## src/rtl/next_fit_page_allocator_top_assert.svh

```systemverilog
// ----------------------------------------------------------------------------
// assertion macros for the next-fit page allocator
// property checks, all clocked on clk and held off while arst_n is low
// ----------------------------------------------------------------------------
`ifndef NEXT_FIT_PAGE_ALLOCATOR_TOP_ASSERT_SVH
`define NEXT_FIT_PAGE_ALLOCATOR_TOP_ASSERT_SVH

// condition holds in the same cycle as the trigger
`define NFPA_ASSERT_SAME(lbl, trig, cond) \
	lbl: assert property (@(posedge clk) disable iff (!arst_n) (trig) |-> (cond)) \
		else $error("nfpa assertion failed");

// condition holds in the cycle after the trigger
`define NFPA_ASSERT_NEXT(lbl, trig, cond) \
	lbl: assert property (@(posedge clk) disable iff (!arst_n) (trig) |=> (cond)) \
		else $error("nfpa assertion failed");

`endif

```

## src/rtl/nfpa_pkg.sv

```systemverilog
// ----------------------------------------------------------------------------
// nfpa_pkg
// shared constants, codes and types of the next-fit page allocator
// ----------------------------------------------------------------------------
package nfpa_pkg;

	localparam int HEAP_PAGES = 1024;
	localparam int PAGE_BYTES = 4096;   // power of two

	localparam int PAGE_W     = $clog2(HEAP_PAGES);
	localparam int CNT_W      = $clog2(HEAP_PAGES + 1);
	localparam int PAGE_SHIFT = $clog2(PAGE_BYTES);

	localparam int SIZE_W   = 23;
	localparam int IDX_W    = 10;
	localparam int STATUS_W = 2;
	localparam int START_W  = 10;
	localparam int NEED_W   = SIZE_W + 1 - PAGE_SHIFT;

	typedef enum logic {
		OP_ALLOC = 1'b0,
		OP_FREE  = 1'b1
	} opcode_t;

	typedef enum logic [STATUS_W-1:0] {
		ST_OK      = 2'd0,
		ST_FAIL    = 2'd1,
		ST_IGNORED = 2'd2
	} status_t;

	typedef enum logic [2:0] {
		S_CLEAR,
		S_IDLE,
		S_SCAN,
		S_MARK,
		S_FLEN,
		S_FCLR
	} state_t;

	typedef struct packed {
		logic              we;
		logic [PAGE_W-1:0] addr;
		logic              wdata;
	} used_req_t;

	typedef struct packed {
		logic              we;
		logic [PAGE_W-1:0] addr;
		logic [CNT_W-1:0]  wdata;
	} len_req_t;

	typedef struct packed {
		logic               valid;
		status_t            status;
		logic [START_W-1:0] start_page;
	} result_t;

endpackage

```

## src/rtl/nfpa_ctrl.sv

```systemverilog
// ----------------------------------------------------------------------------
// nfpa_ctrl
// sequencer for clearing, next-fit scan, run marking and run release
// ----------------------------------------------------------------------------
`include "next_fit_page_allocator_top_assert.svh"

module nfpa_ctrl import nfpa_pkg::*; (
	input  logic              clk,
	input  logic              arst_n,
	input  logic              accept,
	input  opcode_t           opcode,
	input  logic [SIZE_W-1:0] size_bytes,
	input  logic [IDX_W-1:0]  page_index,
	input  logic              used_rdata,
	input  logic [CNT_W-1:0]  len_rdata,
	output logic              idle,
	output used_req_t         used_req,
	output len_req_t          len_req,
	output result_t           result
);

	state_t            state_q, state_d;
	logic [PAGE_W-1:0] ptr_q, ptr_d;
	logic [PAGE_W-1:0] step_q, step_d;
	logic [PAGE_W-1:0] begin_q, begin_d;
	logic [PAGE_W-1:0] nfp_q, nfp_d;
	logic [CNT_W-1:0]  cnt_q, cnt_d;
	logic [CNT_W-1:0]  need_q, need_d;
	logic [CNT_W-1:0]  rem_q, rem_d;

	// shared page pointer incrementer, wraps at the heap end
	logic [PAGE_W-1:0] ptr_inc;
	logic              ptr_last;

	logic [SIZE_W:0]   size_up;
	logic [NEED_W-1:0] need;
	logic              alloc_bad;
	logic              free_bad;
	logic [CNT_W-1:0]  cnt_eff;
	logic [CNT_W-1:0]  cnt_new;
	logic [PAGE_W-1:0] begin_new;

	assign ptr_last = (32'(ptr_q) == HEAP_PAGES - 1);
	assign ptr_inc  = ptr_last ? '0 : ptr_q + PAGE_W'(1);

	assign size_up   = {1'b0, size_bytes} + (SIZE_W+1)'(PAGE_BYTES - 1);
	assign need      = size_up[SIZE_W:PAGE_SHIFT];
	assign alloc_bad = (size_bytes == '0) || (32'(need) > HEAP_PAGES);
	assign free_bad  = (32'(page_index) >= HEAP_PAGES);

	assign cnt_eff   = (ptr_q == '0) ? '0 : cnt_q;
	assign cnt_new   = cnt_eff + CNT_W'(1);
	assign begin_new = (cnt_eff == '0) ? ptr_q : begin_q;

	assign idle = (state_q == S_IDLE);

	always_ff @(posedge clk or negedge arst_n) begin
		if (!arst_n) begin
			state_q <= S_CLEAR;
			ptr_q   <= '0;
			step_q  <= '0;
			begin_q <= '0;
			nfp_q   <= '0;
			cnt_q   <= '0;
			need_q  <= '0;
			rem_q   <= '0;
		end else begin
			state_q <= state_d;
			ptr_q   <= ptr_d;
			step_q  <= step_d;
			begin_q <= begin_d;
			nfp_q   <= nfp_d;
			cnt_q   <= cnt_d;
			need_q  <= need_d;
			rem_q   <= rem_d;
		end
	end

	always_comb begin
		state_d  = state_q;
		ptr_d    = ptr_q;
		step_d   = step_q;
		begin_d  = begin_q;
		nfp_d    = nfp_q;
		cnt_d    = cnt_q;
		need_d   = need_q;
		rem_d    = rem_q;
		used_req = '{we: 1'b0, addr: ptr_q, wdata: 1'b0};
		len_req  = '{we: 1'b0, addr: ptr_q, wdata: '0};
		result   = '{valid: 1'b0, status: ST_OK, start_page: '0};

		case (state_q)
			S_CLEAR: begin
				used_req.we = 1'b1;
				len_req.we  = 1'b1;
				ptr_d       = ptr_inc;
				if (ptr_last) begin
					state_d = S_IDLE;
				end
			end
			S_IDLE: begin
				if (accept) begin
					if (opcode == OP_ALLOC) begin
						if (alloc_bad) begin
							result.valid  = 1'b1;
							result.status = ST_FAIL;
						end else begin
							used_req.addr = nfp_q;
							ptr_d         = nfp_q;
							step_d        = '0;
							cnt_d         = '0;
							need_d        = CNT_W'(need);
							state_d       = S_SCAN;
						end
					end else begin
						if (free_bad) begin
							result.valid  = 1'b1;
							result.status = ST_IGNORED;
						end else begin
							len_req.addr = PAGE_W'(page_index);
							ptr_d        = PAGE_W'(page_index);
							state_d      = S_FLEN;
						end
					end
				end
			end
			S_SCAN: begin
				// used_rdata belongs to ptr_q, fetch the following page meanwhile
				used_req.addr = ptr_inc;
				if (!used_rdata && cnt_new == need_q) begin
					begin_d = begin_new;
					ptr_d   = begin_new;
					rem_d   = need_q;
					state_d = S_MARK;
				end else begin
					if (!used_rdata) begin
						cnt_d   = cnt_new;
						begin_d = begin_new;
					end else begin
						cnt_d = '0;
					end
					if (32'(step_q) == HEAP_PAGES - 1) begin
						result.valid  = 1'b1;
						result.status = ST_FAIL;
						state_d       = S_IDLE;
					end else begin
						step_d = step_q + PAGE_W'(1);
						ptr_d  = ptr_inc;
					end
				end
			end
			S_MARK: begin
				used_req.we    = 1'b1;
				used_req.wdata = 1'b1;
				len_req.we     = (rem_q == need_q);
				len_req.addr   = begin_q;
				len_req.wdata  = need_q;
				rem_d          = rem_q - CNT_W'(1);
				ptr_d          = ptr_inc;
				if (rem_q == CNT_W'(1)) begin
					// page just past the run, already wrapped to zero at the heap end
					nfp_d             = ptr_inc;
					result.valid      = 1'b1;
					result.status     = ST_OK;
					result.start_page = START_W'(begin_q);
					state_d           = S_IDLE;
				end
			end
			S_FLEN: begin
				if (len_rdata == '0) begin
					result.valid  = 1'b1;
					result.status = ST_IGNORED;
					state_d       = S_IDLE;
				end else begin
					len_req.we = 1'b1;
					rem_d      = len_rdata;
					state_d    = S_FCLR;
				end
			end
			S_FCLR: begin
				used_req.we = 1'b1;
				rem_d       = rem_q - CNT_W'(1);
				ptr_d       = ptr_inc;
				if (rem_q == CNT_W'(1) || ptr_last) begin
					result.valid  = 1'b1;
					result.status = ST_OK;
					state_d       = S_IDLE;
				end
			end
			default: begin
				state_d = S_IDLE;
			end
		endcase
	end

	`NFPA_ASSERT_SAME(a_scan_count, state_q == S_SCAN, cnt_q < need_q)
	`NFPA_ASSERT_SAME(a_rem_nonzero, state_q == S_MARK || state_q == S_FCLR, rem_q != '0)
	`NFPA_ASSERT_SAME(a_mark_in_heap, state_q == S_MARK,
		(CNT_W+1)'(ptr_q) + (CNT_W+1)'(rem_q) <= (CNT_W+1)'(HEAP_PAGES))
	`NFPA_ASSERT_NEXT(a_flen_exit, state_q == S_FLEN, state_q == S_IDLE || state_q == S_FCLR)

endmodule

```

## config.mk

```make
export PLATFORM = sky130hd
export DESIGN_NAME = nfpa_ctrl
export DESIGN_NICKNAME = d
export VERILOG_FILES = /design/src/rtl/nfpa_pkg.sv /design/src/rtl/nfpa_ctrl.sv
export VERILOG_INCLUDE_DIRS = /design/src /design/src/rtl
export SDC_FILE = /design/constraint.sdc
export NUM_CORES = 1
export LEC_CHECK = 0
export BUFFER_PORTS_ARGS = -buffer_cell sky130_fd_sc_hd__clkbuf_2
export CAP_MARGIN = 15
export CORE_MARGIN = 4
export CORE_UTILIZATION = 35
export CTS_BUF_LIST = sky130_fd_sc_hd__clkbuf_4
export DETAILED_ROUTE_END_ITERATION = 7
export PLACE_DENSITY_LB_ADDON = 0.12
export SLEW_MARGIN = 20
export SYNTH_ARGS = -nofsm -noshare
export SYNTH_HDL_FRONTEND = slang
export SYNTH_SLANG_ARGS = --single-unit
```

## constraint.sdc

```tcl
create_clock -name clk -period 6.3 [get_ports clk]
set_input_delay 0.315 -clock clk [delete_from_list [all_inputs] [get_ports clk]]
set_output_delay 0.315 -clock clk [all_outputs]
set_load 0.005 [all_outputs]
```

# Word level (Yosys, flattened, before mapping)
# Cells that the tools add are included.
# word_totals
reg_bits,76
out_inout_bits,48
# op_classes
add_sub_neg,5
eq_ne,24
n_reduce_logical,22
mux,57
magnitude_cmp,1
bitwise_logic,2
# op_table
cell,n
$mux W10,19
$mux W11,9
$pmux W10 S2,3
$mux W3,16
$pmux W11 S3,1
$pmux W10 S3,1
$add A23 B12 Y24 const B,1
$logic_not A23 Y1,1
$eq A11 B11 Y1,2
$logic_not A11 Y1,2
$pmux W11 S2,1
$add A10 B1 Y10 const B,2
$eq A10 B10 Y1 const B,2
$ne A2 B2 Y1 const B,10
$pmux W3 S6,1
$pmux W3 S5,1
$mux W13,1
$gt A12 B11 Y1 const B,1
$reduce_and A6 Y1,2
$add A11 B1 Y11 const B,1
$eq A11 B1 Y1 const B,1
$sub A11 B1 Y11 const B,1
$logic_not A10 Y1,1
$ne A3 B3 Y1 const B,3
other kinds (19),28

# Longest topological paths before layout
# logic_depth
depth_word,7
ltp_mapped,20

# Worst setup path after synthesis
# OpenSTA, ideal clock, no wires.
# synth_timing
path_kind,reg2reg
from,register ptr_q[0]
to,register rem_q[4]
period_less_slack_ps,4090
n_path_buf,3
path_stages_with_launch,20
arrival_ps,3969
slack_ps,2210
cell_sequence,dfrtp_1 > clkbuf_1 > inv_1 > ha_1 > nor4b_2 > nand3_1 > clkbuf_1 > nand2_1 > inv_1 > ha_1 > nand4_2 > or3_4 > a32o_2 > nor4b_4 > nand4_2 > o21ai_4 > buf_6 > and3_2 > o21ai_0 > a22o_1
# synth_between
elab_chain_len,7
# synth_lines
element,line_no,rtl
start: declaration,nfpa_ctrl.sv:23,"logic [PAGE_W-1:0] ptr_q, ptr_d;"
start signal: assignment,nfpa_ctrl.sv:69,ptr_q <= ptr_d;
$logic_not A10 Y1,nfpa_ctrl.sv:51,assign cnt_eff = (ptr_q == '0) ? '0 : cnt_q;
$mux W11,nfpa_ctrl.sv:51,
$add A11 B1 Y11,nfpa_ctrl.sv:52,assign cnt_new = cnt_eff + CNT_W'(1);
$eq A11 B11 Y1,nfpa_ctrl.sv:130,if (!used_rdata && cnt_new == need_q) begin
$logic_and A1 B1 Y1,nfpa_ctrl.sv:130,
$ne A2 B2 Y1 (no source line),--,
$reduce_and A3 Y1 (no source line),--,
end signal: assignment,nfpa_ctrl.sv:75,rem_q <= rem_d;
end: declaration,nfpa_ctrl.sv:29,"logic [CNT_W-1:0] rem_q, rem_d;"
# Every way passes these cells.
# A chain may end at the register's enable or synchronous reset.

==> impl_metrics.yaml <==
detailed_routing:
  viasPerCell: 6.003
  wire_per_inst_um: 20.45
  vias: 6339
  drc: 0
  drtIter0Drc: 530
  totalWireLength_um: 21600
  postRouteAntennaNets: 0
  dr.pass1.iters: 5
critical_path:
  crit_slowest_cell: "dfrtp_1"
  worst-path-stages: 16
  cp_data_required_time_ns: 5.98
  critPathBufInv: 3
  cp.arrival_ns: 5.12
  crit_type: "reg -> out"
  startpoint_type: "flop"
  cp-endpoint: "result[12]"
  ff2ff_path_depth: 16
  crit_fanout: 14
  cp_cell_sequence: "inv_1 -> ha_1 -> nor4b_2 -> nand3_1 -> nand2_1 -> inv_1 -> ha_1 -> nand4_2 -> or3_4 -> a32o_2 -> nor4b_4 -> nand4_2 -> o21ai_4 -> o21ai_0 -> nand2b_1 -> clkbuf_2"
  critPathMaxStageDelay_ns: 0.54
  crit_path_end_kind: "output port"
  r2r_setup_slack_ns: 1.06
  r2r_start: "ptr_q[0]"
  cp-startpoint: "ptr_q[0]"
  r2r_end: "cnt_q[9]"
  critPathTopFamily: "simple AND/OR/NAND/NOR gates"
placement:
  io_buffers: 96
  place_ws_ns: 1.166
  place_hpwl_um: 15620
  gp_congestion: 0.9443
  placed_cells_incl_taps: 1039
  placed_cell_area_um2: 6571
clock_network:
  cts.sinks: 76
  tritoncts: "built"
  postCtsSetupBuffers: 0
  htreeDepth: 3
  clockBufferDepth: 2
  cts_resized: 0
  path_clk_slew_ns: 0.14
  cts_root_buf: "clkbuf_4"
  worstSkewPairLatency_ns: 0.48
  numCtsBuffers: 9
  cts_hold_buffers: 0
job:
  cap_violations: 0
timing:
  maxSlewViolCount: 0
  rsz0062_at_grt: "false"
  fin_skew_ns: 0.03401
  fmax_ghz: 0.1839
  min_period_over_period: 0.8630
  tightestPinTransition_ns: 0.9661
  final-hold-violation-count: 0
  finalSetupViolations: 0
  setup_tns_ns: 0
  period_minus_slack_ns: 5.437
  worst_slack_ns: 0.8631
  slew_headroom: 0.3513
global_route:
  grt_pass1_wl_um: 34710
  antenna_found_initial: 1
  grt_max_degree: 77
  grtUsageTotal: 0.2207
  grt_pass1_vias: 6284
  grt_overflow: 0
die:
  start_util: 0.3601
  core_um2: 16700
  die_h_um: 139.1
  io_pins: 97
  dieArea_um2: 19350
  die_x_um: 139.1
  row_count: 47
synth:
  ys_ff_latch: 76
  synth_flop_cell: "dfrtp_1"
  synth_area_leaders: "dfrtp_1 32%, o21ai_0 7.5%, nand2_1 5.9%"
  synth_cell_type_count: 71
  synth.avg_cell_area_um2: 7.791
  synth_edf_count: 0
  synthArstFlopShare: 1.000
  ys_seq_area_frac: 0.3162
  syn_nets: 828
  ys_warn_count: 0
  syn_inst: 772
  synth_top_area_frac: 0.3162
  netlist_area_um2: 6015
  yosysTopAreaCell: "dfrtp_1"
cells_and_area:
  drive_gt1_frac: 0.1689
  layout_common_cells: "95 x nand2_1, 95 x clkbuf_2, 90 x o21ai_0, 76 x dfrtp_1, 66 x nor2_1"
  nets: 887
  design_area_um2: 6688
  num-fill-cells: 1769
  final_util: 0.4004
  syn2layout_area_growth_pct: 11.19
  instances_no_fill: 1056
power_and_ir_drop:
  powerDensity_nw_per_um2: 420.1
  p_leak_nw: 2.949
  peakVddDrop_mv: 0.1727
min_path:
  hold_start: "size_bytes[12]"
  hp-class: "in -> reg"
status:
  outcome: "complete, no violations"
==> kinds of logic (layout without fill, tap and decap cells) <==
| kind of cell | after synthesis | in the layout | share of synthesized area |
|---|---|---|---|
| muxes | 24 | 24 | 0.04119 |
| AOI/OAI and AO/OA | 226 | 226 | 0.2432 |
| other | 0 | 1 | 0 |
| DFF | 76 | 76 | 0.3162 |
| buffers and inverters | 82 | 145 | 0.05658 |
| and+or+nand+nor | 315 | 315 | 0.2671 |
| adders and majority gates | 7 | 7 | 0.01456 |
| xor gates and xnor gates | 42 | 42 | 0.06116 |
==> state kept, by name, summed over array words and instances, names as in the netlist <==
name	count
begin_q	10
cnt_q	11
need_q	11
nfp_q	10
ptr_q	10
rem_q	11
state_q	3
step_q	10
==> where the power goes <==
group | switching, W | internal [W] | total, W
Sequential | 0.000314 | 0.000641 | 0.000955
Combinational | 0.000962 | 0.000620 | 0.00158
Clock | 0.000197 | 0.0000755 | 0.000272
Total | 0.00147 | 0.00134 | 0.00281
==> layer usage <==
metal / vias up / track usage / share of wire
met2: 240 / 0.3482 / 0.46
met1: 3114 / 0.3062 / 0.46
met5: - / 0 / 0
met4: 0 / 0.08548 / 0.028
li1: 2943 / - / -
met3: 42 / 0.03172 / 0.055
==> worst min-delay path, cell delays in order <==
cell and delay [ns]:
clkbuf_2 0.12, xnor2_1 0.12, o21ai_0 0.07
==> how the worst min path moves through the flow <==
stage / end / cells after the start
after floorplan: begin_q[0] / 0
after global placement: step_q[6] / 1
after detailed placement: step_q[6] / 1
after CTS: rem_q[8] / 1
after global routing: need_q[3] / 3
final: need_q[0] / 3
==> metrics by stage <==
| step | hold slack (ns) | total power [W] |
|---|---|---|
| 2_1_floorplan | 0.01941 | 0.001981 |
| 3_3_place_gp | 0.4637 | 0.002491 |
| 3_5_place_dp | 0.4774 | 0.002510 |
| 4_1_cts | 0.04868 | 0.002788 |
| 5_1_grt | 0.1704 | 0.003027 |
| 6_report | 0.1798 | 0.002810 |
==> synth_stat cells, drive strengths merged (6+ instances only) <==
library cell	count
mux2i	18
ha	7
a221oi	11
a31oi	9
nor3	19
a211oi	7
xnor2	29
nand4	13
o22ai	7
nor2	69
nor4	17
a21oi	30
clkbuf	35
nor2b	7
xor2	13
and3	31
inv	25
o21ai	93
mux2	6
o31ai	13
nand2b	7
nand3	25
dfrtp	76
nand2	95
buf	18
and2	9
a221o	6
a22oi	14
==> final cells by class <==
type / count / area (um^2) / area share
Timing Repair Buffer: 101 / 526.8 / 0.07877
Inverter: 29 / 108.9 / 0.01628
Tap cell: 220 / 275.3 / 0.04116
Clock inverter: 6 / 32.53 / 0.004864
Sequential cell: 76 / 1902 / 0.2844
Clock buffer: 9 / 67.56 / 0.01010
Antenna cell: 1 / 2.502 / 0.0003742
Multi-Input combinational cell: 614 / 3772 / 0.5641
Note: power is estimated with default switching activity, not from simulation.
